### config.mk
export PLATFORM = sky130hd
export DESIGN_NAME = l3_bus_byte_sender
export DESIGN_NICKNAME = d
export VERILOG_FILES = /design/src/hdl/l3bs_pkg.sv /design/src/hdl/l3_bus_byte_sender.sv /design/src/hdl/l3bs_front.sv /design/src/hdl/l3bs_fifo.sv /design/src/hdl/l3bs_back.sv
export SDC_FILE = /design/constraint.sdc
export NUM_CORES = 1
export LEC_CHECK = 0
export ABC_AREA = 1
export BUFFER_PORTS_ARGS = -buffer_cell sky130_fd_sc_hd__buf_2
export CELL_PAD_IN_SITES_DETAIL_PLACEMENT = 1
export CELL_PAD_IN_SITES_GLOBAL_PLACEMENT = 2
export CORE_ASPECT_RATIO = 1.1
export CORE_MARGIN = 2
export CORE_UTILIZATION = 40
export DETAILED_ROUTE_END_ITERATION = 12
export PLACE_DENSITY_LB_ADDON = 0.08
export SYNTH_ARGS = -nofsm -noshare
export SYNTH_HDL_FRONTEND = slang
export SYNTH_SLANG_ARGS = --single-unit
### constraint.sdc
create_clock -name clk_i -period 6.59 [get_ports clk_i]
set_input_delay 0.659 -clock clk_i [delete_from_list [all_inputs] [get_ports clk_i]]
set_output_delay 0.659 -clock clk_i [all_outputs]
set_load 0.02 [all_outputs]
### src/hdl/l3bs_pkg.sv
// Shared types and constants for the L3 bus byte sender.
package l3bs_pkg;

  localparam int unsigned TICK_W      = 16;
  localparam int unsigned BYTE_W      = 8;
  localparam int unsigned CFG_INDEX_W = 2;

  // Configuration register indexes
  localparam logic [CFG_INDEX_W-1:0] REG_MODE_SETUP_HOLD = 2'd0;
  localparam logic [CFG_INDEX_W-1:0] REG_CLOCK_HALF      = 2'd1;

  localparam logic [TICK_W-1:0] MODE_SETUP_HOLD_RST = 16'd190;
  localparam logic [TICK_W-1:0] CLOCK_HALF_RST      = 16'd250;

  // Transfer kinds carried in func
  localparam logic FUNC_ADDRESS = 1'b0;
  localparam logic FUNC_DATA    = 1'b1;

  typedef struct packed {
    logic              func;
    logic [BYTE_W-1:0] byte_value;
  } in_item_t;

  typedef struct packed {
    logic              mode_level;
    logic              data_level;
    logic              clock_level;
    logic [TICK_W-1:0] hold_ticks;
    logic              last;
  } out_item_t;

  // Classified command handed from front to back
  typedef struct packed {
    logic              is_data;
    logic [BYTE_W-1:0] byte_value;
  } cmd_t;

  typedef struct packed {
    logic [TICK_W-1:0] mode_setup_hold;
    logic [TICK_W-1:0] clock_half;
  } timing_t;

  typedef struct packed {
    logic valid;
    cmd_t cmd;
  } cmd_slot_t;

endpackage

### src/hdl/l3_bus_byte_sender.sv
// L3 bus byte sender top level: timing registers, front end, queue, back end.
// Path: accepted items pass the front-end register and queue to the output register.
// Throughput: one segment per cycle from the back-end sequencer unless the output
//   stalls; an item is 4+2*BITS_PER_BYTE segments (address) or 6+2*BITS_PER_BYTE (data).
// Reset: lines idle at mode 1, data 0, clock 1; timing registers load 190 and 250.
module l3_bus_byte_sender #(
  parameter int unsigned BITS_PER_BYTE = 8
) (
  input  logic                                clk_i,
  input  logic                                rst_ni,
  input  logic                                in_valid_i,
  output logic                                in_stall_o,
  input  l3bs_pkg::in_item_t                  in_i,
  output logic                                out_valid_o,
  input  logic                                out_stall_i,
  output l3bs_pkg::out_item_t                 out_o,
  input  logic                                cfg_valid_i,
  output logic                                cfg_ready_o,
  input  logic [l3bs_pkg::CFG_INDEX_W-1:0]    cfg_index_i,
  input  logic [l3bs_pkg::TICK_W-1:0]         cfg_data_i
);

  l3bs_pkg::timing_t   timing_q;
  l3bs_pkg::cmd_slot_t push;
  l3bs_pkg::cmd_slot_t head;
  logic                push_ready, pop;

  assign cfg_ready_o = 1'b1;

  always_ff @(posedge clk_i or negedge rst_ni) begin
    if (!rst_ni) begin
      timing_q.mode_setup_hold <= l3bs_pkg::MODE_SETUP_HOLD_RST;
      timing_q.clock_half      <= l3bs_pkg::CLOCK_HALF_RST;
    end else if (cfg_valid_i && cfg_ready_o) begin
      case (cfg_index_i)
        l3bs_pkg::REG_MODE_SETUP_HOLD: timing_q.mode_setup_hold <= cfg_data_i;
        l3bs_pkg::REG_CLOCK_HALF:      timing_q.clock_half      <= cfg_data_i;
        default: ;
      endcase
    end
  end

  l3bs_front u_front (
    .clk_i        (clk_i),
    .rst_ni       (rst_ni),
    .in_valid_i   (in_valid_i),
    .in_stall_o   (in_stall_o),
    .in_i         (in_i),
    .push_o       (push),
    .push_ready_i (push_ready)
  );

  l3bs_fifo u_fifo (
    .clk_i        (clk_i),
    .rst_ni       (rst_ni),
    .push_i       (push),
    .push_ready_o (push_ready),
    .head_o       (head),
    .pop_i        (pop)
  );

  l3bs_back #(
    .BITS_PER_BYTE (BITS_PER_BYTE)
  ) u_back (
    .clk_i       (clk_i),
    .rst_ni      (rst_ni),
    .timing_i    (timing_q),
    .head_i      (head),
    .pop_o       (pop),
    .out_valid_o (out_valid_o),
    .out_stall_i (out_stall_i),
    .out_o       (out_o)
  );

endmodule

### src/hdl/l3bs_front.sv
// Front end: accepts input transactions and classifies them into commands.
module l3bs_front (
  input  logic                clk_i,
  input  logic                rst_ni,
  input  logic                in_valid_i,
  output logic                in_stall_o,
  input  l3bs_pkg::in_item_t  in_i,
  output l3bs_pkg::cmd_slot_t push_o,
  input  logic                push_ready_i
);

  logic          valid_q, valid_d;
  l3bs_pkg::cmd_t cmd_q;
  logic          accept;

  assign in_stall_o = valid_q && !push_ready_i;
  assign accept     = in_valid_i && !in_stall_o;

  always_comb begin
    valid_d = valid_q;
    if (accept) begin
      valid_d = 1'b1;
    end else if (push_ready_i) begin
      valid_d = 1'b0;
    end
  end

  always_ff @(posedge clk_i or negedge rst_ni) begin
    if (!rst_ni) begin
      valid_q <= 1'b0;
    end else begin
      valid_q <= valid_d;
    end
  end

  always_ff @(posedge clk_i) begin
    if (accept) begin
      cmd_q.is_data    <= (in_i.func == l3bs_pkg::FUNC_DATA);
      cmd_q.byte_value <= in_i.byte_value;
    end
  end

  assign push_o.valid = valid_q;
  assign push_o.cmd   = cmd_q;

endmodule

### src/hdl/l3bs_fifo.sv
// Two-entry command queue between front and back.
module l3bs_fifo (
  input  logic                clk_i,
  input  logic                rst_ni,
  input  l3bs_pkg::cmd_slot_t push_i,
  output logic                push_ready_o,
  output l3bs_pkg::cmd_slot_t head_o,
  input  logic                pop_i
);

  l3bs_pkg::cmd_t mem_q [2];
  logic           wr_ptr_q, rd_ptr_q;
  logic [1:0]     count_q, count_d;
  logic           push, pop;

  assign push_ready_o = (count_q != 2'd2);
  assign push         = push_i.valid && push_ready_o;
  assign pop          = pop_i && (count_q != 2'd0);

  always_comb begin
    count_d = count_q;
    if (push && !pop) begin
      count_d = count_q + 2'd1;
    end else if (pop && !push) begin
      count_d = count_q - 2'd1;
    end
  end

  always_ff @(posedge clk_i or negedge rst_ni) begin
    if (!rst_ni) begin
      wr_ptr_q <= 1'b0;
      rd_ptr_q <= 1'b0;
      count_q  <= 2'd0;
    end else begin
      count_q <= count_d;
      if (push) begin
        wr_ptr_q <= !wr_ptr_q;
      end
      if (pop) begin
        rd_ptr_q <= !rd_ptr_q;
      end
    end
  end

  always_ff @(posedge clk_i) begin
    if (push) begin
      mem_q[wr_ptr_q] <= push_i.cmd;
    end
  end

  assign head_o.valid = (count_q != 2'd0);
  assign head_o.cmd   = mem_q[rd_ptr_q];

endmodule

### src/hdl/l3bs_back.sv
// Back end: segment sequencer and output register.
module l3bs_back #(
  parameter int unsigned BITS_PER_BYTE = 8
) (
  input  logic                clk_i,
  input  logic                rst_ni,
  input  l3bs_pkg::timing_t   timing_i,
  input  l3bs_pkg::cmd_slot_t head_i,
  output logic                pop_o,
  output logic                out_valid_o,
  input  logic                out_stall_i,
  output l3bs_pkg::out_item_t out_o
);

  localparam int unsigned BIT_W = (BITS_PER_BYTE > 1) ? $clog2(BITS_PER_BYTE) : 1;
  localparam logic [BIT_W-1:0] LAST_BIT = BIT_W'(BITS_PER_BYTE - 1);

  localparam logic [1:0] PH_IDLE = 2'd0;
  localparam logic [1:0] PH_PRE  = 2'd1;
  localparam logic [1:0] PH_BITS = 2'd2;
  localparam logic [1:0] PH_POST = 2'd3;

  logic [1:0]                  phase_q;
  logic [1:0]                  step_q;
  logic [BIT_W-1:0]            bit_q;
  logic                        half_q;
  logic                        is_data_q;
  logic [l3bs_pkg::BYTE_W-1:0] shreg_q;
  logic                        data_q;   // persistent data line level

  logic                        out_valid_q;
  l3bs_pkg::out_item_t         out_q;

  logic                        advance, emit, idle, cur_is_data, zero_hold;
  logic [1:0]                  last_step;
  l3bs_pkg::out_item_t         seg;

  assign advance     = !out_valid_q || !out_stall_i;
  assign idle        = (phase_q == PH_IDLE);
  assign emit        = idle ? head_i.valid : 1'b1;
  assign pop_o       = advance && idle && head_i.valid;
  assign cur_is_data = idle ? head_i.cmd.is_data : is_data_q;
  assign last_step   = cur_is_data ? 2'd2 : 2'd1;

  // Zero-hold segments: momentary mode-line pulses around a data transfer
  assign zero_hold = cur_is_data &&
                     (((phase_q == PH_IDLE) && (step_q == 2'd0)) ||
                      ((phase_q == PH_POST) && (step_q == 2'd2)));

  always_comb begin
    seg = '0;
    if (phase_q == PH_BITS) begin
      seg.mode_level  = is_data_q;
      seg.clock_level = half_q;
      seg.data_level  = half_q ? data_q : shreg_q[0];
      seg.hold_ticks  = timing_i.clock_half;
      seg.last        = 1'b0;
    end else begin
      if (cur_is_data) begin
        seg.mode_level = (step_q != 2'd1);
      end else if (phase_q == PH_POST) begin
        seg.mode_level = (step_q == 2'd1);
      end else begin
        seg.mode_level = (step_q == 2'd0);
      end
      seg.clock_level = 1'b1;
      seg.data_level  = data_q;
      seg.hold_ticks  = zero_hold ? '0 : timing_i.mode_setup_hold;
      seg.last        = (phase_q == PH_POST) && (step_q == last_step);
    end
  end

  always_ff @(posedge clk_i or negedge rst_ni) begin
    if (!rst_ni) begin
      phase_q     <= PH_IDLE;
      step_q      <= 2'd0;
      bit_q       <= '0;
      half_q      <= 1'b0;
      data_q      <= 1'b0;
      out_valid_q <= 1'b0;
    end else if (advance) begin
      out_valid_q <= emit;
      case (phase_q)
        PH_IDLE: begin
          if (head_i.valid) begin
            phase_q <= PH_PRE;
            step_q  <= 2'd1;
          end
        end
        PH_PRE: begin
          if (step_q == last_step) begin
            phase_q <= PH_BITS;
            step_q  <= 2'd0;
            bit_q   <= '0;
            half_q  <= 1'b0;
          end else begin
            step_q <= step_q + 2'd1;
          end
        end
        PH_BITS: begin
          if (!half_q) begin
            data_q <= shreg_q[0];
            half_q <= 1'b1;
          end else begin
            half_q <= 1'b0;
            if (bit_q == LAST_BIT) begin
              phase_q <= PH_POST;
            end else begin
              bit_q <= bit_q + BIT_W'(1);
            end
          end
        end
        PH_POST: begin
          if (step_q == last_step) begin
            phase_q <= PH_IDLE;
            step_q  <= 2'd0;
          end else begin
            step_q <= step_q + 2'd1;
          end
        end
        default: begin
          phase_q <= PH_IDLE;
        end
      endcase
    end
  end

  always_ff @(posedge clk_i) begin
    if (advance) begin
      out_q <= seg;
      if (idle && head_i.valid) begin
        is_data_q <= head_i.cmd.is_data;
        shreg_q   <= head_i.cmd.byte_value;
      end else if ((phase_q == PH_BITS) && half_q) begin
        // bits above the byte shift in as zero
        shreg_q <= {1'b0, shreg_q[l3bs_pkg::BYTE_W-1:1]};
      end
    end
  end

  assign out_valid_o = out_valid_q;
  assign out_o       = out_q;

endmodule

==> results_dict.tcl <==
set metrics [dict create \
    outcome "complete, no violations" \
    synth_most_common_cell "nand2_1" \
    cts_sinks 103 \
    wl_um 9290 \
    cp_top_family "compound AO/OA/AOI/OAI gates" \
    seq_area_frac_synth 0.649 \
    synth_seq_cells 103 \
    cts.clk_slew.worst_paths_ns 0.07 \
    wl_per_cell_um 15.2 \
    antenna_found_initial 0 \
    crit_fanout 21 \
    ant_nets 0 \
    finClkSkew_ns 0.00656 \
    crit_slowest_cell "o31ai_1" \
    die-area_um2 11900 \
    cts.path.max_buffers 2 \
    drc_errors 0 \
    crit_type "reg2reg" \
    final.period_utilization 0.414 \
    place_hpwl_um 6280 \
    powerDensity_nw_per_um2 473 \
    die_height_um 114 \
    drtIter0Drc 123 \
    htree_num_levels 3 \
    ys_top_cells_by_count "nand2_1 (111), edfxtp_1 (56), inv_1 (41)" \
    peakVddDrop_mv 0.165 \
    grt_usage 0.171 \
    reg2reg_slack_ns 3.86 \
    synth_largest_area_cell "edfxtp_1" \
    fp-row-count 40 \
    hold_violations 0 \
    maxCapViolCount 0 \
    clk-insertion-delay-late_ns 0.35 \
    rr_startpoint "u_back.phase_q[0]" \
    cts_root_buffer "clkbuf_16" \
    critical_path_buf_inv_count 2 \
    worst_path_largest_cell_delay_ns 1.22 \
    required_ns 6.55 \
    path_cells "inv_1, ha_1, inv_1, o31ai_1" \
    cts_inserted_buffers 9 \
    synth_nets 451 \
    dp.cells 597 \
    cts_resized 0 \
    netlist_area_um2 4430 \
    stdcell_count 613 \
    timing.rr.end "u_back.shreg_q[3]" \
    setup_viol 0 \
    ys_types 32 \
    worst_slew_pin_slew_ns 1.30 \
    grt_pass1_wl_um 15600 \
    antenna_cells 0 \
    grt_pass1_vias 3109 \
    ys.flop_type "edfxtp_1" \
    coreArea_um2 10900 \
    ff2ff_path_depth 4 \
    io_pins 55 \
    cts_hold_buf 0 \
    syn_avg_cell_area_um2 10.9 \
    synth_area_leaders "edfxtp_1 (38%), dfrtp_1 (20%), nand2_1 (9.4%)" \
    slew_viol_final 0 \
    path_common_cell "inv_1" \
    start_util 0.408 \
    vias 2916 \
    postSynthCellCount 408 \
    numPortBuffers 53 \
    routed_via_density 4.76 \
    finalCriticalPeriod_ns 2.73 \
    place_congestion 0.782 \
    cts_tree "yes" \
    nets 504 \
    max_freq_mhz 367 \
    post_cts_buffers 0 \
    die_x_um 104 \
    slew_headroom 0.124 \
    worst_setup_path_end_kind "flop" \
    grt_setup_unrepaired "false" \
    p_leak_uw 0.00238 \
    dr.pass1.iters 4 \
    start_kind "flop" \
    arrival_ns 2.69 \
    hold_class "in2async" \
    ys_warn_count 0 \
    netlist.area_leader.share 0.380 \
    async_reset_ff_frac 0.456 \
    synth-edff-count 56 \
    areaGrowthSynthToFinish_pct 16.6 \
    grt_overflow_total 0 \
    grt_max_degree 48 \
    drive_gt1_frac 0.242 \
    final.setup.tns_ns 0 \
]
-- worst register-to-register path: cells and delay by family, from the launching register on --
family / cells / cell delay (ns)
AOI/OAI and AO/OA: 1 / 1.23
adders and majority gates: 1 / 0.18
buffers and inverters: 2 / 0.51
DFF: 1 / 0.42
-- sequential cells by signal, indices dropped and copies added (netlist names) --
register            count
timing_q               32
u_back.step_q           2
u_back.data_q           1
u_back.out_valid_o      1
u_fifo.mem_q           18
u_fifo.rd_ptr_q         1
u_back.shreg_q          8
u_front.valid_q         1
u_back.bit_q            3
u_back.half_q           1
u_back.is_data_q        1
u_front.push_o          9
u_fifo.wr_ptr_q         1
u_fifo.count_q          2
u_back.out_o           20
u_back.phase_q          2
-- routing by layer --
metal | global-route usage | routed length (µm) | vias to the layer above
met5 | 0 | 0 | -
met4 | 0.0703 | 160 | 0
met3 | 0.0330 | 217 | 10
met2 | 0.298 | 4800 | 34
met1 | 0.209 | 4120 | 1427
li1 | - | - | 1445
-- through the flow --
step | util | hold WS [ns] | setup WS (ns) | area [µm²] | power [µW]
2_1_floorplan | - | 0.363 | 4.10 | 4430 | 1620
3_3_place_gp | 0.443 | 0.425 | 3.93 | 4810 | 1830
3_5_place_dp | 0.443 | 0.436 | 3.77 | 4810 | 1860
4_1_cts | 0.475 | 0.441 | 3.82 | 5160 | 2480
5_1_grt | 0.475 | 0.460 | 3.65 | 5160 | 2620
6_report | 0.475 | 0.400 | 3.86 | 5160 | 2440
-- worst max path at each step --
stage | from | end | slack [ns] | cells after the start
final | u_back.phase_q[0] | u_back.shreg_q[3] | 3.86 | 4
after global routing | u_back.phase_q[0] | u_back.shreg_q[1] | 3.65 | 4
after CTS | u_back.phase_q[0] | u_back.shreg_q[3] | 3.82 | 4
after detailed placement | out_stall_i | u_back.shreg_q[3] | 3.77 | 5
after global placement | out_stall_i | u_back.shreg_q[2] | 3.93 | 5
after floorplan | out_stall_i | u_back.shreg_q[0] | 4.10 | 3
-- area by class of cell --
cell class	count	area (µm²)
Inverter	45	169
Tap cell	147	184
Timing Repair Buffer	56	288
Sequential cell	103	2870
Clock buffer	10	229
Clock inverter	6	120
Multi-Input combinational cell	246	1300
Fill cell	1243	5700
-- power by group --
group	internal [µW]	total [µW]	leakage (µW)	switching, µW
logic	244	784	0.00111	540
registers	944	1040	0.00110	97.9
clock network	375	619	0.000169	244
-- cells by family (layout without fill, tap and decap cells) --
kind of cell / count (synthesis) / after routing / share of synthesized area
AND/OR/NAND/NOR: 175 / 175 / 0.187
flip-flops: 103 / 103 / 0.649
buffers and inverters: 59 / 117 / 0.0574
AO/OA/AOI/OAI: 56 / 56 / 0.0687
adder cells (fa/ha/maj): 11 / 11 / 0.0311
XOR/XNOR: 3 / 3 / 0.00593
other: 1 / 1 / 0.000847
-- cells in the final DEF, fill, tap and decap left out, types with 6 or more instances in the layout --
master / synthesis / routed
nand3_1: 9 / 9
buf_2: 1 / 53
a31oi_1: 7 / 7
nand3_2: 15 / 15
ha_1: 11 / 11
inv_1: 41 / 41
nand2_2: 6 / 6
clkbuf_16: 0 / 9
nand2_1: 111 / 111
nor2_1: 24 / 24
dfrtp_1: 35 / 35
dfstp_2: 12 / 12
o21ai_0: 39 / 39
edfxtp_1: 56 / 56
No activity file was read; power rests on OpenSTA's default activity.
